<file path="config.mk">
export PLATFORM = sky130hd
export DESIGN_NAME = lru_page_tracker_flat
export DESIGN_NICKNAME = d
export VERILOG_FILES = /design/src/design/lpt_pkg.sv /design/src/design/lpt_ifs.sv /design/src/design/lpt_cell.sv /design/src/design/lru_page_tracker.sv /design/src/flat_wrapper.sv
export VERILOG_INCLUDE_DIRS = /design/src /design/src/design
export SDC_FILE = /design/constraint.sdc
export NUM_CORES = 1
export LEC_CHECK = 0
export BUFFER_PORTS_ARGS = -buffer_cell sky130_fd_sc_hd__buf_2
export CELL_PAD_IN_SITES_DETAIL_PLACEMENT = 0
export CELL_PAD_IN_SITES_GLOBAL_PLACEMENT = 1
export CORE_UTILIZATION = 45
export DETAILED_ROUTE_END_ITERATION = 12
export HOLD_SLACK_MARGIN = 0.15
export PLACE_DENSITY = 0.79
export SYNTH_ARGS = -nofsm -noshare
export SYNTH_HDL_FRONTEND = slang
export SYNTH_SLANG_ARGS = --single-unit
export TNS_END_PERCENT = 10
</file>
<file path="constraint.sdc">
create_clock -name clk -period 5.29 [get_ports clk]
set_clock_uncertainty 0.05 [all_clocks]
set_input_delay 0 -clock clk [delete_from_list [all_inputs] [get_ports clk]]
set_output_delay 0 -clock clk [all_outputs]
set_load 0.01 [all_outputs]
</file>
<file path="src/design/lru_page_tracker_macros.svh">
// Assertion macros used by the tracker top level.
`ifndef LRU_PAGE_TRACKER_MACROS_SVH
`define LRU_PAGE_TRACKER_MACROS_SVH

// expr must hold at every rising clock edge out of reset
`define LPT_ASSERT_ALWAYS(lbl, expr) \
	lbl: assert property (@(posedge clk) disable iff (!arst_n) (expr)) \
		else $error("tracker invariant violated");

// cons must hold in the cycle after ante
`define LPT_ASSERT_NEXT(lbl, ante, cons) \
	lbl: assert property (@(posedge clk) disable iff (!arst_n) (ante) |=> (cons)) \
		else $error("tracker sequencing violated");

`endif

</file>
<file path="src/design/lpt_pkg.sv">
// Types and fixed constants of the LRU page tracker.
package lpt_pkg;

	localparam int CFG_W = 5;
	localparam int OCC_W = 5;
	localparam logic [CFG_W-1:0] RESET_ACTIVE = 5'd10;

	// broadcast from the top level to every cell
	typedef struct packed {
		logic step;
		logic hit;
	} lpt_ctrl_t;

endpackage

</file>
<file path="src/design/lpt_ifs.sv">
// Request channel interfaces of the LRU page tracker.
interface lpt_fetch_if #(parameter int PAGE_BITS = 20);
	logic                 valid;
	logic                 ready;
	logic [PAGE_BITS-1:0] page_number;

	modport source (output valid, output page_number, input ready);
	modport sink (input valid, input page_number, output ready);
endinterface

interface lpt_result_if #(parameter int PAGE_BITS = 20);
	logic                 valid;
	logic                 ready;
	logic                 hit;
	logic                 evicted_valid;
	logic [PAGE_BITS-1:0] evicted_page;
	logic [4:0]           occupancy;

	modport source (output valid, output hit, output evicted_valid, output evicted_page,
		output occupancy, input ready);
	modport sink (input valid, input hit, input evicted_valid, input evicted_page,
		input occupancy, output ready);
endinterface

interface lpt_cfg_if;
	logic       valid;
	logic       ready;
	logic [4:0] active_entries;

	modport source (output valid, output active_entries, input ready);
	modport sink (input valid, input active_entries, output ready);
endinterface

</file>
<file path="src/design/lpt_cell.sv">
// One slot of the recency stack: holds a page and takes its upper neighbor's on a shift.
module lpt_cell import lpt_pkg::*; #(
	parameter int PAGE_BITS = 20,
	parameter int CW = 5,
	parameter logic [CW-1:0] IDX = '0
) (
	input  logic                 clk,
	input  logic                 arst_n,
	input  lpt_ctrl_t            ctrl,
	input  logic [PAGE_BITS-1:0] page,
	input  logic [CW-1:0]        stop,
	input  logic                 prev_valid,
	input  logic [PAGE_BITS-1:0] prev_tag,
	input  logic                 clear_above,
	output logic                 valid,
	output logic [PAGE_BITS-1:0] tag,
	output logic                 match,
	output logic                 clear_below
);

	logic                 valid_q;
	logic [PAGE_BITS-1:0] tag_q;
	logic                 shift;

	assign match       = valid_q && (tag_q == page);
	assign clear_below = clear_above && !match;
	// hit: every slot down to the matching one moves; miss: slots down to stop move
	assign shift = ctrl.step && (ctrl.hit ? clear_above : (IDX <= stop));

	always_ff @(posedge clk or negedge arst_n) begin
		if (!arst_n) begin
			valid_q <= 1'b0;
		end else if (shift) begin
			valid_q <= prev_valid;
		end
	end

	always_ff @(posedge clk) begin
		if (shift) begin
			tag_q <= prev_tag;
		end
	end

	assign valid = valid_q;
	assign tag   = tag_q;

endmodule

</file>
<file path="src/design/lru_page_tracker.sv">
// LRU page tracker: a row of recency cells, most recent page in cell 0.
// The result of a request is registered in the cycle after the request is accepted.
// Throughput: one request per cycle while results are taken; the tag compare
// across all cells and the one-place shift of the row both finish in that cycle.
// Reset clears all valid bits and the resident count; active_entries returns to 10.
// No clearing pass follows reset; requests are taken in the first cycle after it.
module lru_page_tracker import lpt_pkg::*; #(
	parameter int CAPACITY = 16,
	parameter int PAGE_BITS = 20
) (
	input logic            clk,
	input logic            arst_n,
	lpt_fetch_if.sink      fetch,
	lpt_result_if.source   result,
	lpt_cfg_if.sink        cfg
);

`include "lru_page_tracker_macros.svh"

	localparam int CW = $clog2(CAPACITY + 1);
	localparam int IW = $clog2(CAPACITY);
	localparam int AW = (CW > CFG_W) ? CW : CFG_W;

	logic [CFG_W-1:0]     active_entries_q;
	logic [CW-1:0]        count_q;
	logic [CW-1:0]        count_next;
	logic [CW-1:0]        limit;
	logic [CW-1:0]        stop;
	logic                 full;
	logic                 accept;
	logic                 hit_c;
	lpt_ctrl_t            ctrl;

	logic [CAPACITY-1:0]  cell_valid;
	logic [PAGE_BITS-1:0] cell_tag [CAPACITY];
	logic [CAPACITY-1:0]  cell_match;
	logic [CAPACITY:0]    clear_chain;

	logic                 out_valid_q;
	logic                 hit_q;
	logic                 ev_valid_q;
	logic [PAGE_BITS-1:0] ev_page_q;
	logic [OCC_W-1:0]     occ_q;

	// configuration register
	assign cfg.ready = 1'b1;
	always_ff @(posedge clk or negedge arst_n) begin
		if (!arst_n) begin
			active_entries_q <= RESET_ACTIVE;
		end else if (cfg.valid && cfg.ready) begin
			active_entries_q <= cfg.active_entries;
		end
	end

	// size limit clamped to 1..CAPACITY
	always_comb begin
		if (active_entries_q == '0) begin
			limit = CW'(1);
		end else if (AW'(active_entries_q) > AW'(CAPACITY)) begin
			limit = CW'(CAPACITY);
		end else begin
			limit = CW'(active_entries_q);
		end
	end

	assign full   = (count_q >= limit);
	assign stop   = full ? (count_q - CW'(1)) : count_q;
	assign accept = fetch.valid && fetch.ready;
	assign hit_c  = |cell_match;
	assign ctrl   = '{step: accept, hit: hit_c};

	assign fetch.ready = !out_valid_q || result.ready;

	assign clear_chain[0] = 1'b1;

	for (genvar i = 0; i < CAPACITY; i++) begin : g_cell
		logic                 pv;
		logic [PAGE_BITS-1:0] pt;
		if (i == 0) begin : g_head
			assign pv = 1'b1;
			assign pt = fetch.page_number;
		end else begin : g_body
			assign pv = cell_valid[i-1];
			assign pt = cell_tag[i-1];
		end
		lpt_cell #(
			.PAGE_BITS (PAGE_BITS),
			.CW        (CW),
			.IDX       (CW'(i))
		) u_cell (
			.clk         (clk),
			.arst_n      (arst_n),
			.ctrl        (ctrl),
			.page        (fetch.page_number),
			.stop        (stop),
			.prev_valid  (pv),
			.prev_tag    (pt),
			.clear_above (clear_chain[i]),
			.valid       (cell_valid[i]),
			.tag         (cell_tag[i]),
			.match       (cell_match[i]),
			.clear_below (clear_chain[i+1])
		);
	end

	assign count_next = (!hit_c && !full) ? (count_q + CW'(1)) : count_q;

	always_ff @(posedge clk or negedge arst_n) begin
		if (!arst_n) begin
			count_q     <= '0;
			out_valid_q <= 1'b0;
		end else begin
			if (accept) begin
				count_q <= count_next;
			end
			if (accept) begin
				out_valid_q <= 1'b1;
			end else if (result.ready) begin
				out_valid_q <= 1'b0;
			end
		end
	end

	// result payload; the LRU page sits in the last resident cell
	always_ff @(posedge clk) begin
		if (accept) begin
			hit_q      <= hit_c;
			ev_valid_q <= !hit_c && full;
			ev_page_q  <= (!hit_c && full) ? cell_tag[IW'(count_q - CW'(1))] : '0;
			occ_q      <= OCC_W'(count_next);
		end
	end

	assign result.valid         = out_valid_q;
	assign result.hit           = hit_q;
	assign result.evicted_valid = ev_valid_q;
	assign result.evicted_page  = ev_page_q;
	assign result.occupancy     = occ_q;

	`LPT_ASSERT_ALWAYS(a_valid_packed, $countones(cell_valid) == int'(count_q))
	`LPT_ASSERT_ALWAYS(a_hit_no_evict, !(out_valid_q && hit_q && ev_valid_q))
	`LPT_ASSERT_NEXT(a_fill_grows, accept && !hit_c && !full, count_q == $past(count_q) + CW'(1))
	`LPT_ASSERT_NEXT(a_hit_keeps, accept && hit_c, $stable(count_q))

endmodule

</file>
<file path="src/flat_wrapper.sv">
// flat-port wrapper written by rule: the top's interface ports become plain ports
module lru_page_tracker_flat import lpt_pkg::*;
#(
	parameter int CAPACITY = 16,
	parameter int PAGE_BITS = 20
)
  (clk, arst_n, fetch_valid, fetch_page_number, fetch_ready, result_valid, result_hit, result_evicted_valid, result_evicted_page, result_occupancy, result_ready, cfg_valid, cfg_active_entries, cfg_ready);
  lpt_fetch_if #(.PAGE_BITS(PAGE_BITS)) fetch_i ();
  lpt_result_if #(.PAGE_BITS(PAGE_BITS)) result_i ();
  lpt_cfg_if cfg_i ();
  input logic clk;
  input logic arst_n;
  input wire logic [$bits(fetch_i.valid)-1:0] fetch_valid;
  input wire logic [$bits(fetch_i.page_number)-1:0] fetch_page_number;
  output wire logic [$bits(fetch_i.ready)-1:0] fetch_ready;
  output wire logic [$bits(result_i.valid)-1:0] result_valid;
  output wire logic [$bits(result_i.hit)-1:0] result_hit;
  output wire logic [$bits(result_i.evicted_valid)-1:0] result_evicted_valid;
  output wire logic [$bits(result_i.evicted_page)-1:0] result_evicted_page;
  output wire logic [$bits(result_i.occupancy)-1:0] result_occupancy;
  input wire logic [$bits(result_i.ready)-1:0] result_ready;
  input wire logic [$bits(cfg_i.valid)-1:0] cfg_valid;
  input wire logic [$bits(cfg_i.active_entries)-1:0] cfg_active_entries;
  output wire logic [$bits(cfg_i.ready)-1:0] cfg_ready;
  assign fetch_i.valid = fetch_valid;
  assign fetch_i.page_number = fetch_page_number;
  assign fetch_ready = fetch_i.ready;
  assign result_valid = result_i.valid;
  assign result_hit = result_i.hit;
  assign result_evicted_valid = result_i.evicted_valid;
  assign result_evicted_page = result_i.evicted_page;
  assign result_occupancy = result_i.occupancy;
  assign result_i.ready = result_ready;
  assign cfg_i.valid = cfg_valid;
  assign cfg_i.active_entries = cfg_active_entries;
  assign cfg_ready = cfg_i.ready;
  lru_page_tracker #(.CAPACITY(CAPACITY), .PAGE_BITS(PAGE_BITS)) u_core (.clk(clk), .arst_n(arst_n), .fetch(fetch_i), .result(result_i), .cfg(cfg_i));
endmodule
</file>
Word level (Yosys, flattened, before mapping)
Index checks and enable logic that the tools add are counted.
W data, S select, Z words.
{"block": "word_totals", "regBits": 374, "in_bits": 30, "output_inout_bits": 30, "wordCells": 173}
{"block": "op_classes", "add_sub_neg": 2, "magnitude_cmp": 19, "n_eq_ne": 16, "mux": 25, "n_bitwise": 1, "n_reduce_logical": 71}
{"operator": "$eq A20 B20 Y1", "n": 16}
{"operator": "$bmux W20 S4", "n": 1}
{"operator": "$logic_and A1 B1 Y1", "n": 49}
{"operator": "$le A4 B5 Y1 const A", "n": 8}
{"operator": "$mux W20", "n": 2}
{"operator": "$le A3 B5 Y1 const A", "n": 4}
{"operator": "$mux W5", "n": 4}
{"operator": "$logic_not A1 Y1", "n": 18}
{"operator": "$mux W1", "n": 18}
{"operator": "$reduce_or A16 Y1", "n": 1}
{"operator": "$le A1 B5 Y1 const A", "n": 2}
{"operator": "$le A2 B5 Y1 const A", "n": 2}
{"operator": "$add A5 B1 Y5 const B", "n": 1}
{"operator": "$ge A5 B5 Y1", "n": 1}
{"operator": "$ge A5 B5 Y1 const B", "n": 1}
{"operator": "$gt A5 B5 Y1 const B", "n": 1}
{"operator": "$logic_not A5 Y1", "n": 1}
{"operator": "$not A4 Y5", "n": 1}
{"operator": "$sub A5 B1 Y5 const B", "n": 1}
{"operator": "$reduce_bool A2 Y1", "n": 1}
{"operator": "$logic_or A1 B1 Y1", "n": 1}

Longest topological paths before layout
{"block": "logic_depth", "word_depth": 19, "mapped_depth": 15, "mapped_depth_nobuf": 12}

By module
Synthesis repeated with hierarchy kept, for this count alone.
{"block": "unflattened", "hier_cells": 1167, "area_unflattened_um2": 18455.2}
{"module": "lru_page_tracker", "n_inst": 1, "cells_per_inst": 278, "area_per_inst_um2": 4129.0, "seq_area_each_um2": 1088.5}
{"module": "lpt_cell (u_core.g_cell[15].u_cell ...)", "n_inst": 4, "cells_per_inst": 56, "area_per_inst_um2": 898.4, "seq_area_each_um2": 625.6}
{"module": "lpt_cell (u_core.g_cell[13].u_cell ...)", "n_inst": 2, "cells_per_inst": 56, "area_per_inst_um2": 899.6, "seq_area_each_um2": 625.6}
{"module": "lpt_cell (u_core.g_cell[3].u_cell)", "n_inst": 1, "cells_per_inst": 56, "area_per_inst_um2": 904.6, "seq_area_each_um2": 625.6}
{"module": "lpt_cell (u_core.g_cell[6].u_cell)", "n_inst": 1, "cells_per_inst": 55, "area_per_inst_um2": 904.6, "seq_area_each_um2": 625.6}
{"module": "lpt_cell (u_core.g_cell[11].u_cell)", "n_inst": 1, "cells_per_inst": 57, "area_per_inst_um2": 903.4, "seq_area_each_um2": 625.6}
{"module": "lpt_cell (u_core.g_cell[10].u_cell)", "n_inst": 1, "cells_per_inst": 56, "area_per_inst_um2": 897.1, "seq_area_each_um2": 625.6}
{"module": "lpt_cell (u_core.g_cell[2].u_cell)", "n_inst": 1, "cells_per_inst": 56, "area_per_inst_um2": 895.9, "seq_area_each_um2": 625.6}
{"module": "lpt_cell (u_core.g_cell[14].u_cell)", "n_inst": 1, "cells_per_inst": 55, "area_per_inst_um2": 889.6, "seq_area_each_um2": 625.6}
{"module": "lpt_cell (u_core.g_cell[12].u_cell)", "n_inst": 1, "cells_per_inst": 55, "area_per_inst_um2": 888.4, "seq_area_each_um2": 625.6}
{"module": "lpt_cell (u_core.g_cell[4].u_cell)", "n_inst": 1, "cells_per_inst": 55, "area_per_inst_um2": 887.1, "seq_area_each_um2": 625.6}
{"module": "lpt_cell (u_core.g_cell[8].u_cell)", "n_inst": 1, "cells_per_inst": 55, "area_per_inst_um2": 885.8, "seq_area_each_um2": 625.6}
{"module": "lpt_cell (u_core.g_cell[0].u_cell)", "n_inst": 1, "cells_per_inst": 53, "area_per_inst_um2": 877.1, "seq_area_each_um2": 625.6}

Least setup slack after synthesis
Ideal clock, no wire load.
{"block": "synth_path", "path_type": "reg-to-reg", "startpoint": "reg u_core.count_q[0]", "endpoint": "reg u_core.g_cell[3].u_cell.valid_q", "setup_time_ns": 0.126, "arrival_time_ns": 5.009, "t_required_ns": 5.114, "path_slack_ns": 0.105, "stages_incl_launch_ff": 15, "path_buffers": 5, "period_less_slack_ns": 5.185, "path_cell_list": "dfrtp_1 -> clkbuf_1 -> buf_1 -> clkbuf_1 -> clkbuf_1 -> inv_1 -> ha_1 -> nand2b_1 -> a31oi_1 -> o21ai_0 -> xor2_1 -> clkbuf_1 -> nor3_1 -> a31oi_1 -> mux2_2"}
{"block": "synth_between", "elab_chain_cells": 5, "elab_cells_between_ends": 6, "cone_classes": "add/sub: 1; order compare: 2; mux: 2; reduce/logical: 1"}
{"item": "start: declaration", "line": "lru_page_tracker.sv:25", "source": "logic [CW-1:0] count_q;"}
{"item": "start signal: assignment", "line": "lru_page_tracker.sv:114", "source": "count_q <= count_next;"}
{"item": "$sub A5 B1 Y5 / $ge A5 B5 Y1 (equally long branches)", "line": "lru_page_tracker.sv:67, lru_page_tracker.sv:66"}
{"item": "$mux W5 (*)", "line": "lru_page_tracker.sv:67", "source": "assign stop = full ? (count_q - CW'(1)) : count_q;"}
{"item": "$le A2 B5 Y1 (*)", "line": "lpt_cell.sv:28", "source": "assign shift = ctrl.step && (ctrl.hit ? clear_above : (IDX <= stop));"}
{"item": "$mux W1 (*)", "line": "lpt_cell.sv:28"}
{"item": "$logic_and A1 B1 Y1 (*)", "line": "lpt_cell.sv:28"}
{"item": "net u_core.g_cell[3].u_cell.shift", "line": "lpt_cell.sv:23", "source": "logic shift;"}
{"item": "end signal: assignment", "line": "lpt_cell.sv:34", "source": "valid_q <= prev_valid;"}
{"item": "end: declaration", "line": "lpt_cell.sv:21", "source": "logic valid_q;"}
Mark *: on every way through the listed nets, which the timed path passes. The rest lies on a longest branch.
A chain may end at the register's enable or synchronous reset.

Worst setup path in the final report
{"block": "layout_path", "startpoint": "reg u_core.active_entries_q[1]", "endpoint": "reg u_core.g_cell[11].u_cell.tag_q[13] (enable)"}
{"block": "layout_between", "elab_chain_cells": 8, "elab_cells_between_ends": 9, "cone_classes": "order compare: 3; mux: 4; reduce/logical: 2"}
{"item": "start: declaration", "line": "lru_page_tracker.sv:24", "source": "logic [CFG_W-1:0] active_entries_q;"}
{"item": "start signal: assignment", "line": "lru_page_tracker.sv:51", "source": "active_entries_q <= cfg.active_entries;"}
{"item": "$gt A5 B5 Y1", "line": "lru_page_tracker.sv:59", "source": "end else if (AW'(active_entries_q) > AW'(CAPACITY)) begin"}
{"item": "$mux W5", "line": "lru_page_tracker.sv:59"}
{"item": "$mux W5 (*)", "line": "lru_page_tracker.sv:57", "source": "if (active_entries_q == '0) begin"}
{"item": "$ge A5 B5 Y1 (*)", "line": "lru_page_tracker.sv:66", "source": "assign full = (count_q >= limit);"}
{"item": "$mux W5 (*)", "line": "lru_page_tracker.sv:67"}
{"item": "$le A4 B5 Y1 (*)", "line": "lpt_cell.sv:28"}
{"item": "$mux W1 (*)", "line": "lpt_cell.sv:28"}
{"item": "$logic_and A1 B1 Y1 (*)", "line": "lpt_cell.sv:28"}
{"item": "net u_core.g_cell[11].u_cell.shift", "line": "lpt_cell.sv:23"}
{"item": "end signal: assignment", "line": "lpt_cell.sv:40", "source": "tag_q <= prev_tag;"}
{"item": "end: declaration", "line": "lpt_cell.sv:22", "source": "logic [PAGE_BITS-1:0] tag_q;"}
Marks and branches as above.

==> impl_metrics.json <==
{
  "status": "finished clean",
  "hold_path_class": "primary input to register",
  "synth.avg_cell_area_sq_um": 14.7,
  "crit_required_ns": 5.51,
  "die_x_um": 210,
  "synthArstFlopShare_pct": 7.22,
  "synth_edf_count": 347,
  "ys_warn_count": 0,
  "wirelength_um": 54800,
  "timing.rr.end": "u_core.g_cell[11].u_cell.tag[13]",
  "route.detailed.drc": 0,
  "critPathLaunchType": "register",
  "tritoncts": "built",
  "synth_adder_area_share_pct": 0.449,
  "r2r_cells": 11,
  "die_h_um": 210,
  "rsz0062_at_grt": "false",
  "area_delta_synth_final_pct": 12.9,
  "cpPeakStageDelay_ns": 0.83,
  "cts-resized-gates": 0,
  "port_buffers": 58,
  "period_share_pct": 79.5,
  "cts.sinks": 374,
  "clockBufferDepth": 3,
  "synth_top_family_by_area": "XOR/XNOR gates",
  "final_core_util_pct": 52.1,
  "post_cts_buffers": 0,
  "setup_ws_ns": 1.09,
  "numCtsBuffers": 41,
  "cp_max_fo": 12,
  "critPathLaunch": "u_core.active_entries_q[1]",
  "path_clk_slew_ns": 0.06,
  "ir_worst_vdd_v": 0.000458,
  "power.density_nw_per_um2": 587,
  "worst_setup_path_end_kind": "register",
  "initial_core_util_pct": 46.1,
  "placementRows": 75,
  "final_cell_mix": "347 x edfxtp_1, 230 x xnor2_1, 102 x xor2_1, 81 x nand4_1, 80 x mux4_2",
  "routed_via_density": 6.00,
  "die_area_sq_um": 44200,
  "yosys.area_share.simple_pct": 9.98,
  "diodes": 0,
  "r2r_slack_ns": 1.09,
  "fillers": 3510,
  "layout.nets": 1453,
  "cp_cell_sequence": "nor3_1, nor2_1, nor2_1, ha_1, nand2b_1, a31oi_1, o21ai_0, xor2_1, o21ai_0, a211oi_2, buf_4",
  "reg2reg_from": "u_core.active_entries_q[1]",
  "synth_nets": 1363,
  "ys_ff_latch": 374,
  "clockRootBuffer": "clkbuf_16",
  "period_minus_slack_ns": 4.20,
  "pin_count": 60,
  "cap_violations": 0,
  "synth_compound_area_share_pct": 3.54,
  "setup_viol": 0,
  "core_area_sq_um": 42300,
  "muxShareOfSynthArea_pct": 11.5,
  "drt-initial-drc-count": 947,
  "relSlewSlack_pct": 30.8,
  "total_power_mw": 12.9,
  "track_usage_pct": 25.3,
  "synth-seq-area-share_pct": 56.9,
  "hpwl_um": 42400,
  "hold_violations": 0,
  "critPathArrivalTime_ns": 4.42,
  "tightest_slew_ns": 1.04,
  "drv_slew": 0,
  "syn-instance-count": 1326,
  "vias": 12149,
  "fmaxAchievable_mhz": 238,
  "power_leakage_nw": 7.03,
  "worstSetupPathType": "register to register",
  "ctsHtreeMaxLevel": 2,
  "antenna_found_initial": 0,
  "cts_hold_buffers": 42,
  "drt_pass1_iterations": 5,
  "clk_latency_ns": 0.59,
  "yosysUniqueCellTypes": 66,
  "setup_tns_ns": 0,
  "gp_congestion": 0.949,
  "ant_nets": 0,
  "drive_gt1_share_pct": 19.6,
  "synth_ff_type": "edfxtp_1",
  "overflow": 0,
  "synth_xor_area_share_pct": 15.1,
  "synth_area_sq_um": 19500,
  "drt-wirelength-per-cell_um": 27.1,
  "grt_pass1_wl_um": 80800,
  "final_common_cell": "edfxtp_1",
  "grt_start_max_net_pins": 50,
  "cp-endpoint": "u_core.g_cell[11].u_cell.tag[13]",
  "grt_pass1_vias": 12569,
  "critical-path-slowest-cell": "a211oi_2",
  "pre_cts_slack_ns": 1.22
}
[sequential cells by signal (all words and copies together), names as in the netlist]
signal / count
u_core.result.occupancy: 5
u_core.g_cell.u_cell.tag: 320
u_core.result.evicted_valid: 1
u_core.count_q: 5
u_core.g_cell.u_cell.valid: 16
u_core.result.valid: 1
u_core.result.hit: 1
u_core.result.evicted_page: 20
u_core.active_entries_q: 5
[power breakdown]
part | switching, mW | internal, mW
registers | 0.637 | 4.33
clock network | 1.20 | 1.63
logic | 3.02 | 2.13
[cell usage after synthesis, types with 3 or more instances]
library cell  instances  area [sq um]
a31oi_1               3          18.8
inv_1                10          37.5
o211ai_1              3          22.5
mux2_2               17           191
mux4_2               80          1800
o22ai_1               3          18.8
a22oi_1               4          30.0
and3_1                8          50.1
or4b_2               10           100
mux2i_1              22           220
nand2b_1              5          31.3
a211oi_1             40           300
nor2b_1              20           125
xnor2_1             231          2020
buf_6                 8          90.1
a21oi_1               8          40.0
nand3b_1              7          52.6
dfrtp_1              25           626
xor2_1              103           902
o21ai_0              10          50.1
buf_4                25           188
ha_1                  7          87.6
nand3_1              43           215
buf_2                10          50.1
or2_2                 5          31.3
a211oi_2              5          62.6
nor2_1               13          48.8
buf_1                 8          30.0
nand2_1              21          78.8
nor4_1               43           269
nor4b_1               4          35.0
nor3_1               11          55.1
or4_1                19           143
nor3b_1               6          45.0
nand4_1              81           507
clkbuf_1             25          93.8
edfxtp_1            347         10400
[cells by family after synthesis]
| group | after synthesis |
|---|---|
| compound gates | 90 |
| xor+xnor | 335 |
| fa+ha+maj | 7 |
| buf+inv | 87 |
| flops | 374 |
| mux | 121 |
| other cells | 1 |
| simple gates | 311 |
[worst min path at each step]
| stage | startpoint | endpoint | slack [ns] | cells past startpoint |
|---|---|---|---|---|
| global placement | arst_n | u_core.g_cell[15].u_cell.valid | 0.08 | 1 |
| finish | cfg_valid | u_core.active_entries_q[4] | 0.20 | 3 |
| global route | cfg_valid | u_core.active_entries_q[4] | 0.22 | 3 |
| CTS | cfg_valid | u_core.active_entries_q[4] | 0.18 | 3 |
| floorplan | arst_n | u_core.active_entries_q[0] | -0.35 | 0 |
| detailed placement | arst_n | u_core.g_cell[15].u_cell.valid | 0.09 | 1 |
[metrics by stage]
| stage | hold WS [ns] | area, sq um | cells |
|---|---|---|---|
| final | 0.202 | 22000 | 2026 |
| after global routing | 0.218 | 22000 | 2026 |
| after CTS | 0.175 | 22000 | 2026 |
| after detailed placement | 0.0880 | 20300 | 1908 |
| after global placement | 0.0819 | 20300 | 1908 |
| after floorplan | -0.346 | 19500 | 1326 |
[critical path: cells and delay by family, from the launching register on]
family | cells | cell delay [ns]
AOI/OAI and AO/OA | 4 | 1.68
adders and majority gates | 1 | 0.27
DFF | 1 | 0.54
xor gates and xnor gates | 1 | 0.65
and+or+nand+nor | 4 | 0.34
buffers and inverters | 1 | 0.33
[cell type report]
| cell class | count | area (sq um) | area share, % |
|---|---|---|---|
| clock buffers | 49 | 1060 | 4.79 |
| inverters | 10 | 37.5 | 0.170 |
| multi-input cells | 865 | 7970 | 36.1 |
| flip-flops and latches | 374 | 11100 | 50.4 |
| well taps | 577 | 722 | 3.27 |
| repair buffers | 124 | 901 | 4.09 |
| clock inverters | 27 | 263 | 1.19 |
[layer usage]
metal | GRT usage [%] | part of all wire, %
met1 | 31.8 | 39
met2 | 44.2 | 51
met3 | 3.40 | 5.5
met4 | 9.92 | 3.6
met5 | 0 | 0
(Power assumes the default switching activity.)
